## src/rtl/core/rebd_pkg.sv

```systemverilog
// Package: shared types, codes and constants for the rotary encoder/button decoder
`timescale 1ns / 1ps

package rebd_pkg;

  localparam int CFG_W           = 16;
  localparam int TIMER_WIDTH_DEF = 16;
  localparam logic [CFG_W-1:0] LONG_PRESS_RESET = 16'd1000;

  // item kinds
  localparam logic [1:0] KIND_TICK    = 2'd0;
  localparam logic [1:0] KIND_ENCODER = 2'd1;
  localparam logic [1:0] KIND_BUTTON  = 2'd2;
  localparam logic [1:0] KIND_ACK     = 2'd3;

  // latched event codes
  localparam logic [2:0] EV_NONE  = 3'd0;
  localparam logic [2:0] EV_SHORT = 3'd1;
  localparam logic [2:0] EV_LONG  = 3'd2;
  localparam logic [2:0] EV_CW    = 3'd3;
  localparam logic [2:0] EV_CCW   = 3'd4;

  typedef struct packed {
    logic [1:0] kind;
    logic       trigger_line;
    logic       data_level;
    logic       clock_level;
    logic       button_level;
  } in_item_t;

  typedef struct packed {
    logic [2:0] event_code;
    logic       event_pending;
    logic       button_held;
    logic       status_led;
  } result_t;

endpackage

```

## src/rtl/core/rebd_in_reg.sv

```systemverilog
// Input stage: registers one accepted item and hands it on when the next stage takes it
`timescale 1ns / 1ps

module rebd_in_reg (
  input  logic               clk,
  input  logic               rst,
  input  logic               in_valid,
  output logic               in_ready,
  input  rebd_pkg::in_item_t in_item,
  output logic               stage_valid,
  input  logic               stage_take,
  output rebd_pkg::in_item_t stage_item
);
  import rebd_pkg::*;

  logic     valid;
  in_item_t item;

  // room when empty or when the held item leaves this cycle
  assign in_ready    = !valid || stage_take;
  assign stage_valid = valid;
  assign stage_item  = item;

  always_ff @(posedge clk) begin
    if (rst) begin
      valid <= 1'b0;
    end else if (in_ready) begin
      valid <= in_valid;
    end
  end

  always_ff @(posedge clk) begin
    if (in_valid && in_ready) begin
      item <= in_item;
    end
  end

endmodule

```

## src/rtl/core/rebd_core.sv

```systemverilog
// Decoder state: press timer, latched event, pending flag, LED level and threshold register
`timescale 1ns / 1ps

module rebd_core #(
  parameter int TIMER_WIDTH = rebd_pkg::TIMER_WIDTH_DEF
) (
  input  logic                       clk,
  input  logic                       rst,
  input  logic                       cfg_we,
  input  logic [rebd_pkg::CFG_W-1:0] cfg_wdata,
  input  logic                       fire,
  input  rebd_pkg::in_item_t         item,
  output rebd_pkg::result_t          result
);
  import rebd_pkg::*;

  localparam int CMP_W = (TIMER_WIDTH > CFG_W) ? TIMER_WIDTH : CFG_W;

  logic [CFG_W-1:0]       long_press_ms;
  logic                   press_active, press_active_next;
  logic [TIMER_WIDTH-1:0] press_ticks, press_ticks_next;
  logic [2:0]             latched_event, latched_event_next;
  logic                   pending_flag, pending_flag_next;
  logic                   led_level, led_level_next;
  logic                   is_long;

  assign is_long = CMP_W'(press_ticks) > CMP_W'(long_press_ms);

  always_comb begin
    press_active_next  = press_active;
    press_ticks_next   = press_ticks;
    latched_event_next = latched_event;
    pending_flag_next  = pending_flag;
    led_level_next     = led_level;
    unique case (item.kind)
      KIND_TICK: begin
        // saturate at all ones
        if (press_active && !(&press_ticks)) begin
          press_ticks_next = press_ticks + 1'b1;
        end
      end
      KIND_ENCODER: begin
        // drop noise: lines must agree
        if (item.data_level == item.clock_level) begin
          pending_flag_next = 1'b1;
          if (item.trigger_line) begin
            latched_event_next = EV_CW;
            led_level_next     = 1'b1;
          end else begin
            latched_event_next = EV_CCW;
            led_level_next     = 1'b0;
          end
        end
      end
      KIND_BUTTON: begin
        if (!item.button_level && !press_active) begin
          press_active_next = 1'b1;
          press_ticks_next  = '0;
        end else if (item.button_level && press_active) begin
          press_active_next = 1'b0;
          pending_flag_next = 1'b1;
          if (is_long) begin
            latched_event_next = EV_LONG;
            led_level_next     = 1'b0;
          end else begin
            latched_event_next = EV_SHORT;
            led_level_next     = 1'b1;
          end
        end else begin
          // abandon a press seen twice; a release with no press does nothing
          press_active_next = 1'b0;
        end
      end
      KIND_ACK: begin
        latched_event_next = EV_NONE;
        pending_flag_next  = 1'b0;
      end
      default: begin
      end
    endcase
  end

  assign result.event_code    = latched_event_next;
  assign result.event_pending = pending_flag_next;
  assign result.button_held   = press_active_next;
  assign result.status_led    = led_level_next;

  always_ff @(posedge clk) begin
    if (rst) begin
      long_press_ms <= LONG_PRESS_RESET;
      press_active  <= 1'b0;
      press_ticks   <= '0;
      latched_event <= EV_NONE;
      pending_flag  <= 1'b0;
      led_level     <= 1'b0;
    end else begin
      if (cfg_we) begin
        long_press_ms <= cfg_wdata;
      end
      if (fire) begin
        press_active  <= press_active_next;
        press_ticks   <= press_ticks_next;
        latched_event <= latched_event_next;
        pending_flag  <= pending_flag_next;
        led_level     <= led_level_next;
      end
    end
  end

endmodule

```

## src/rtl/core/rebd_out_reg.sv

```systemverilog
// Output stage: holds one result item until the consumer takes it
`timescale 1ns / 1ps

module rebd_out_reg (
  input  logic              clk,
  input  logic              rst,
  input  logic              res_valid,
  output logic              res_ready,
  input  rebd_pkg::result_t res_in,
  output logic              out_valid,
  input  logic              out_ready,
  output rebd_pkg::result_t res_out
);
  import rebd_pkg::*;

  logic    valid;
  result_t res;

  assign res_ready = !valid || out_ready;
  assign out_valid = valid;
  assign res_out   = res;

  always_ff @(posedge clk) begin
    if (rst) begin
      valid <= 1'b0;
    end else if (res_ready) begin
      valid <= res_valid;
    end
  end

  always_ff @(posedge clk) begin
    if (res_valid && res_ready) begin
      res <= res_in;
    end
  end

endmodule

```

## src/rtl/core/rotary_encoder_button_decoder.sv

```systemverilog
// Rotary encoder and push-button event decoder with long-press timing (top level)
// Items pass the input register, then their results are held in the result register.
// Throughput: one item per cycle unless out_ready stalls it; each stage holds one item.
// The ready path runs combinationally from out_ready back to in_ready.
// Reset (rst, synchronous): empties both stages, clears press timer, event, pending
// flag and LED, and sets the long-press threshold to 1000 ticks.
`timescale 1ns / 1ps

module rotary_encoder_button_decoder #(
  parameter int TIMER_WIDTH = rebd_pkg::TIMER_WIDTH_DEF
) (
  input  logic                       clk,
  input  logic                       rst,
  input  logic                       cfg_we,
  input  logic [rebd_pkg::CFG_W-1:0] cfg_wdata,
  input  logic                       in_valid,
  output logic                       in_ready,
  input  logic [1:0]                 kind,
  input  logic                       trigger_line,
  input  logic                       data_level,
  input  logic                       clock_level,
  input  logic                       button_level,
  output logic                       out_valid,
  input  logic                       out_ready,
  output logic [2:0]                 event_code,
  output logic                       event_pending,
  output logic                       button_held,
  output logic                       status_led
);
  import rebd_pkg::*;

  in_item_t in_item;
  in_item_t stage_item;
  logic     stage_valid;
  logic     res_ready;
  result_t  res_next;
  result_t  res_out;

  assign in_item.kind         = kind;
  assign in_item.trigger_line = trigger_line;
  assign in_item.data_level   = data_level;
  assign in_item.clock_level  = clock_level;
  assign in_item.button_level = button_level;

  rebd_in_reg u_in_reg (
    .clk         (clk),
    .rst         (rst),
    .in_valid    (in_valid),
    .in_ready    (in_ready),
    .in_item     (in_item),
    .stage_valid (stage_valid),
    .stage_take  (res_ready),
    .stage_item  (stage_item)
  );

  rebd_core #(
    .TIMER_WIDTH (TIMER_WIDTH)
  ) u_core (
    .clk       (clk),
    .rst       (rst),
    .cfg_we    (cfg_we),
    .cfg_wdata (cfg_wdata),
    .fire      (stage_valid && res_ready),
    .item      (stage_item),
    .result    (res_next)
  );

  rebd_out_reg u_out_reg (
    .clk       (clk),
    .rst       (rst),
    .res_valid (stage_valid),
    .res_ready (res_ready),
    .res_in    (res_next),
    .out_valid (out_valid),
    .out_ready (out_ready),
    .res_out   (res_out)
  );

  assign event_code    = res_out.event_code;
  assign event_pending = res_out.event_pending;
  assign button_held   = res_out.button_held;
  assign status_led    = res_out.status_led;

endmodule

```

## config.mk

```make
export PLATFORM = sky130hd
export DESIGN_NAME = rotary_encoder_button_decoder
export DESIGN_NICKNAME = d
export VERILOG_FILES = /design/src/rtl/core/rebd_pkg.sv /design/src/rtl/core/rebd_in_reg.sv /design/src/rtl/core/rebd_core.sv /design/src/rtl/core/rebd_out_reg.sv /design/src/rtl/core/rotary_encoder_button_decoder.sv
export SDC_FILE = /design/constraint.sdc
export NUM_CORES = 1
export LEC_CHECK = 0
export ABC_AREA = 1
export BUFFER_PORTS_ARGS = -buffer_cell sky130_fd_sc_hd__buf_2
export CORE_UTILIZATION = 40
export DETAILED_ROUTE_END_ITERATION = 7
export PLACE_DENSITY_LB_ADDON = 0.3
export SYNTH_ARGS = -nofsm -noshare
export SYNTH_HDL_FRONTEND = slang
export SYNTH_SLANG_ARGS = --single-unit
```

## constraint.sdc

```tcl
create_clock -name clk -period 1.55 [get_ports clk]
set_input_delay 0.155 -clock clk [delete_from_list [all_inputs] [get_ports clk]]
set_output_delay 0.155 -clock clk [all_outputs]
set_load 0.03 [all_outputs]
```

==> results of run 1 <==
cells by family after synthesis:
| family | after synthesis | synth area share (%) |
|---|---|---|
| compound gates | 76 | 15.1 |
| xor+xnor | 10 | 3.05 |
| fa+ha+maj | 20 | 8.70 |
| buf+inv | 60 | 8.75 |
| flops | 52 | 40.4 |
| simple gates | 158 | 24.0 |
cell type report:
cell class	instances	area (sq um)
sequential	52	1210
timing repair inverter	1	11.3
multi-input combinational	265	1810
clock buffer	7	76.3
clock inverter	1	8.76
inverter	50	200
timing repair buffer	87	599
fill	585	2830
tap	96	120
registers in the layout (all words and copies together), names as in the netlist:
register / count
u_core.long_press_ms: 16
u_core.led_level: 1
u_core.press_ticks: 16
u_core.press_active: 1
u_core.pending_flag: 1
u_in_reg.stage_valid: 1
u_out_reg.out_valid: 1
u_in_reg.stage_item: 6
u_out_reg.res_out: 6
u_core.latched_event: 3
per-layer routing:
metal  part of all wire, %  up-vias  wire length (um)  track usage [%]
li1                      -     1397                 -                -
met1                    48     1248              3400             26.3
met2                    46       63              3280             29.6
met3                   4.2       12               300             3.33
met4                   1.9        0               135             6.52
met5                     0        -                 0                0
synthesized netlist by cell type, types with 2 or more instances:
cell type / n
nand2_1: 79
inv_1: 46
dfxtp_1: 40
nor2_1: 40
a21oi_1: 32
o21ai_0: 25
ha_1: 20
nand3_1: 17
edfxtp_1: 12
a21oi_2: 10
xor2_1: 8
clkbuf_1: 7
nand2_2: 6
nand4_1: 5
inv_2: 3
nor3_1: 3
o21ai_1: 3
o211ai_1: 2
o21ai_2: 2
or2_1: 2
xnor2_1: 2
worst paths after layout:
kind | cells past startpoint | startpoint | end | slack [ps]
worst max-delay path | 11 | u_core.long_press_ms[7]$_SDFFE_PP1P_ | u_out_reg.res_out[4]$_DFFE_PP_ | -80
worst min-delay path | 1 | button_level | u_in_reg.stage_item[0]$_DFFE_PP_ | 10
worst max register to register | 11 | u_core.long_press_ms[7]$_SDFFE_PP1P_ | u_out_reg.res_out[4]$_DFFE_PP_ | -80
worst min register to register | 2 | u_core.long_press_ms[10]$_SDFFE_PP0P_ | u_core.long_press_ms[10]$_SDFFE_PP0P_ | 490
through the flow:
| stage | cells | TNS [ps] | hold slack [ps] | cell area, sq um | setup WS (ps) |
|---|---|---|---|---|---|
| after floorplan | 376 | 0 | 254 | 2890 | 3.68 |
| after detailed placement | 541 | -1420 | 335 | 3460 | -126 |
| final | 559 | -603 | 10.0 | 4040 | -84.0 |
| after CTS | 554 | -368 | 7.11 | 3760 | -82.2 |
| after global routing | 559 | -2390 | 4.84 | 4040 | -182 |
| after global placement | 541 | -1130 | 332 | 3460 | -110 |
worst max-delay path: stages (launching register included):
cell	delay (ps)
dfxtp_2	330
inv_2	40
ha_4	270
nand2_4	60
nor2_4	100
nand4_1	140
nor2_1	130
nor2_1	70
nand3_1	80
nand2_1	50
nand2_1	80
nand2_1	50
power breakdown:
group          internal [W]  leakage, nW  switching (W)
Combinational      0.000203         1.26       0.000267
Sequential          0.00144        0.455      0.0000304
Clock              0.000324       0.0424       0.000460
Total               0.00197         1.75       0.000757
timing repair:
item                                    CTS  global route
gates resized for setup                  48            68
buffers inserted                          4             4
endpoints found under the setup margin   22            24
gates cloned                              1             1
pin swaps                                12            27
==> flow_summary_export.csv, run 1 <==
group,metric,value,unit
status,status,"finished with violations",
status,violations,"setup timing",
synth,syn_area,2880,sq um
finish,antennaDiodeCount,0,
power,power_density,676,nW/um^2
global_routing,track_usage,19.0,%
route,num_vias,2720,
synth,ys_warn_count,0,
worst_setup_path,crit_type,"reg -> reg",
synth,syn_avg_cell_area,7.65,sq um
clock_tree,cts_root_buf,"clkbuf_8",
clock_tree,ctsLongestPathBuffers,2,
global_routing,grt_pass1_vias,2454,
synth,synth-edff-count,12,
placement,numPortBuffers,34,
synth,ys_seq_area_share,40.4,%
placement,gp_congestion,0.894,
floorplanning,rows,30,
floorplanning,pin_count,35,
timing,relSlewSlack,72.4,%
power,fin_total_pwr,0.00273,W
hold_path,hold_class,"in -> reg",
clock_tree,worstSkewPairLatency,310,ps
finish,final_common_cell,"nand2_1",
synth,synth_top_area_cell,"dfxtp_1",
placement,dp_hpwl,4910,um
timing,clock.fmax,612,MHz
synth,yosys_most_used_dff,"dfxtp_1",
floorplanning,core_area,6870,sq um
floorplanning,initial_core_util,41.9,%
timing,setup_violations,20,
timing,min_period,1630,ps
finish,layout-drive-gt1-share,46.2,%
route,drtAntennaViolNets,0,
worst_setup_path,startpoint_type,"flip-flop",
global_routing,grt_pass1_wl,11200,um
clock_tree,ctsHoldBuffers,0,
route,viasPerCell,4.87,
clock_tree,cts_made_buffers,5,
global_routing,grt_overflow,0,
timing,finalHoldViolCount,0,
worst_setup_path,worstSetupEndpointType,"flip-flop",
power,p_leak,1.75,nW
synth,synthArstFlopShare,0,%
worst_setup_path,cp.arrival,1710,ps
route,drt-initial-drc-count,160,
clock_tree,h-tree-depth,2,
finish,area_delta_synth_final,40.4,%
global_routing,grt_max_degree,25,
finish,fin_nets,509,
clock_tree,cts.sinks,52,
route,drt-total-wl,7110,um
timing,fin_ws,-84.0,ps
floorplanning,die_w,86.8,um
route,wl_per_cell,12.7,um
finish,layout_common_cells,"57 x nand2_1, 48 x buf_4, 34 x buf_2, 33 x nor2_1, 32 x inv_1",
job,maxCapViolCount,0,
worst_setup_path,critPathMaxFanout,2,
synth,ys_types,33,
timing,slew_violations,0,
worst_setup_path,critPathRequiredTime,1620,ps
timing,skew,13.2,ps
timing,grt_setup_unrepaired,"true",
synth,ys_ff_latch,52,
synth,netlist.area_leader.share,27.9,%
synth,synth_nets,423,
power,ir_drop,0.368,mV
synth,ys_top_cells_by_area,"dfxtp_1 28%, edfxtp_1 13%, nand2_1 10%",
clock_tree,path_clk_slew,100,ps
finish,fin_util,58.8,%
synth,syn_inst,376,
timing,tightest_slew,414,ps
floorplanning,dieArea,7530,sq um
timing,finalCritPeriodShare,105,%
route,dr.pass1.iters,5,
floorplanning,die_h,86.8,um
route,drc,0,
clock_tree,cts_tree,"yes",
global_routing,antenna_found_initial,0,
No activity file was read; power rests on OpenSTA's default activity.
==> inputs of run 2 (changes only) <==
MAX_ROUTING_LAYER = met4   (was not set)
==> run 2 against run 1 <==
Effect of this change: the run still ends with setup timing left; clock power up 5.9%; critical path depth up 2; total power up 2.7%; sequential power about the same; largest cell class unchanged; sequential share of layout area down 0.67 points; clock skew down 4.5 ps; via count up 1.3%; register-to-register slack worse by 40 ps; final area up 1.5%; critical path type unchanged; largest power group unchanged; maximum frequency down 2.4%.
==> flow_summary_export.csv, run 2 (synthesized netlist as in run 1, its figures left out) <==
group,metric,value,unit
status,status,"finished with violations",
status,violations,"setup timing",
floorplanning,core_area,6870,sq um
timing,min_period,1670,ps
placement,numPortBuffers,34,
power,power_density,684,nW/um^2
floorplanning,rows,30,
worst_setup_path,critPathMaxFanout,2,
global_routing,antenna_found_initial,0,
power,fin_total_pwr,0.00280,W
finish,final_common_cell,"nand2_1",
clock_tree,cts_made_buffers,5,
finish,top_regs,"u_core.long_press_ms x16, u_core.press_ticks x16",
finish,antennaDiodeCount,0,
worst_setup_path,max_stage_delay,330,ps
timing,tightest_slew,381,ps
global_routing,track_usage,20.6,%
global_routing,grt_pass1_vias,2558,
worst_setup_path,crit_type,"reg -> reg",
timing,finalHoldViolCount,0,
timing,finalCritPeriodShare,108,%
worst_setup_path,path_cells,"inv_1, ha_1, nand2_2, nor2_2, nand2_2, inv_1, nand2_2, nand2_2, nand2_2, nand2_1, nand2_1, nand2_2, inv_1",
floorplanning,pin_count,35,
route,dr.pass1.iters,4,
timing,clock.fmax,597,MHz
placement,gp_congestion,0.878,
route,drtAntennaViolNets,0,
route,wl_per_cell,13.4,um
worst_setup_path,critPathTopFamily,"simple AND/OR/NAND/NOR gates",
clock_tree,h-tree-depth,2,
placement,dp_hpwl,5110,um
route,viasPerCell,4.91,
clock_tree,cts_root_buf,"clkbuf_8",
hold_path,hold_class,"in -> reg",
floorplanning,initial_core_util,41.9,%
global_routing,grt_max_degree,25,
power,p_leak,1.77,nW
finish,fin_area,4100,sq um
timing,fin_ws,-125,ps
route,num_vias,2754,
route,drc,0,
timing,relSlewSlack,74.3,%
placement,placed_area,3470,sq um
timing,setup_violations,22,
clock_tree,cts.sinks,52,
worst_setup_path,crit_path_top_delay_cell,"dfxtp_1",
worst_setup_path,critPathBufInv,3,
timing,grt_setup_unrepaired,"true",
worst_setup_path,worstSetupEndpointType,"flip-flop",
finish,layout_common_cells,"54 x nand2_1, 48 x buf_4, 34 x buf_2, 33 x inv_1, 33 x nor2_1",
route,drt-total-wl,7530,um
finish,layout-drive-gt1-share,47.3,%
finish,area_delta_synth_final,42.5,%
timing,skew,8.71,ps
timing,whs,12.8,ps
floorplanning,dieArea,7530,sq um
clock_tree,path_clk_slew,100,ps
finish,n_fill_cell,575,
global_routing,grt_pass1_wl,11800,um
floorplanning,die_w,86.8,um
global_routing,grt_overflow,0,
finish,fin_nets,511,
clock_tree,cts_tree,"yes",
worst_setup_path,startpoint_type,"flip-flop",
clock_tree,worstSkewPairLatency,310,ps
clock_tree,ctsLongestPathBuffers,2,
power,ir_drop,0.415,mV
floorplanning,die_h,86.8,um
route,drt-initial-drc-count,126,
worst_setup_path,critPathRequiredTime,1630,ps
timing,slew_violations,0,
worst_setup_path,cpMostUsedCell,"nand2_2",
worst_setup_path,cp.arrival,1750,ps
job,maxCapViolCount,0,
-- run 2: layout make-up --
class | instances | area [sq um] | area share (%)
multi-input cells | 265 | 1840 | 45.0
clock buffers | 7 | 86.3 | 2.11
repair buffers | 89 | 627 | 15.3
well taps | 96 | 120 | 2.93
flip-flops and latches | 52 | 1200 | 29.2
inverters | 50 | 200 | 4.89
repair inverters | 1 | 16.3 | 0.397
clock inverters | 1 | 7.51 | 0.183
-- run 2: path summary, 6_finish.rpt --
check | startpoint | endpoint | slack, ps | cells after the start
max | u_core.long_press_ms[14]$_SDFFE_PP0P_ | u_out_reg.res_out[3]$_DFFE_PP_ | -120 | 13
min | button_level | u_in_reg.stage_item[0]$_DFFE_PP_ | 10 | 1
max reg2reg | u_core.long_press_ms[14]$_SDFFE_PP0P_ | u_out_reg.res_out[3]$_DFFE_PP_ | -120 | 13
min reg2reg | u_core.long_press_ms[3]$_SDFFE_PP1P_ | u_core.long_press_ms[3]$_SDFFE_PP1P_ | 490 | 2
-- run 2: report_power, final --
part           leakage [nW]  switching (W)  internal, W
logic                  1.28       0.000276     0.000211
registers             0.453      0.0000332      0.00145
clock network        0.0445       0.000466     0.000364
total                  1.77       0.000775      0.00203
-- run 2: metal layers --
| layer | wire length (um) | vias up | part of all wire [%] | global-route usage (%) |
|---|---|---|---|---|
| met4 | 51 | 0 | 0.68 | 4.39 |
| met2 | 3740 | 68 | 50 | 32.7 |
| li1 | - | 1406 | - | - |
| met1 | 3410 | 1276 | 45 | 28.0 |
| met3 | 328 | 4 | 4.4 | 2.86 |
| met5 | 0 | - | 0 | - |
-- run 2: what timing repair did --
item,4_1_cts,5_1_grt
gates resized for setup,54,70
cloned,1,1
setup buffers,6,2
hold buffers,0,0
setup endpoints to repair,22,26
pin swaps,14,13
-- run 2: stage by stage --
| stage | cells | util [%] | setup WS [ps] | setup TNS [ps] |
|---|---|---|---|---|
| finish | 561 | 59.6 | -125 | -1580 |
| detailed placement | 543 | 50.5 | -141 | -1800 |
| floorplan | 376 | - | 3.68 | 0 |
| CTS | 558 | 55.7 | -84.5 | -359 |
| global route | 561 | 59.6 | -251 | -4290 |
| global placement | 543 | 50.5 | -105 | -1110 |
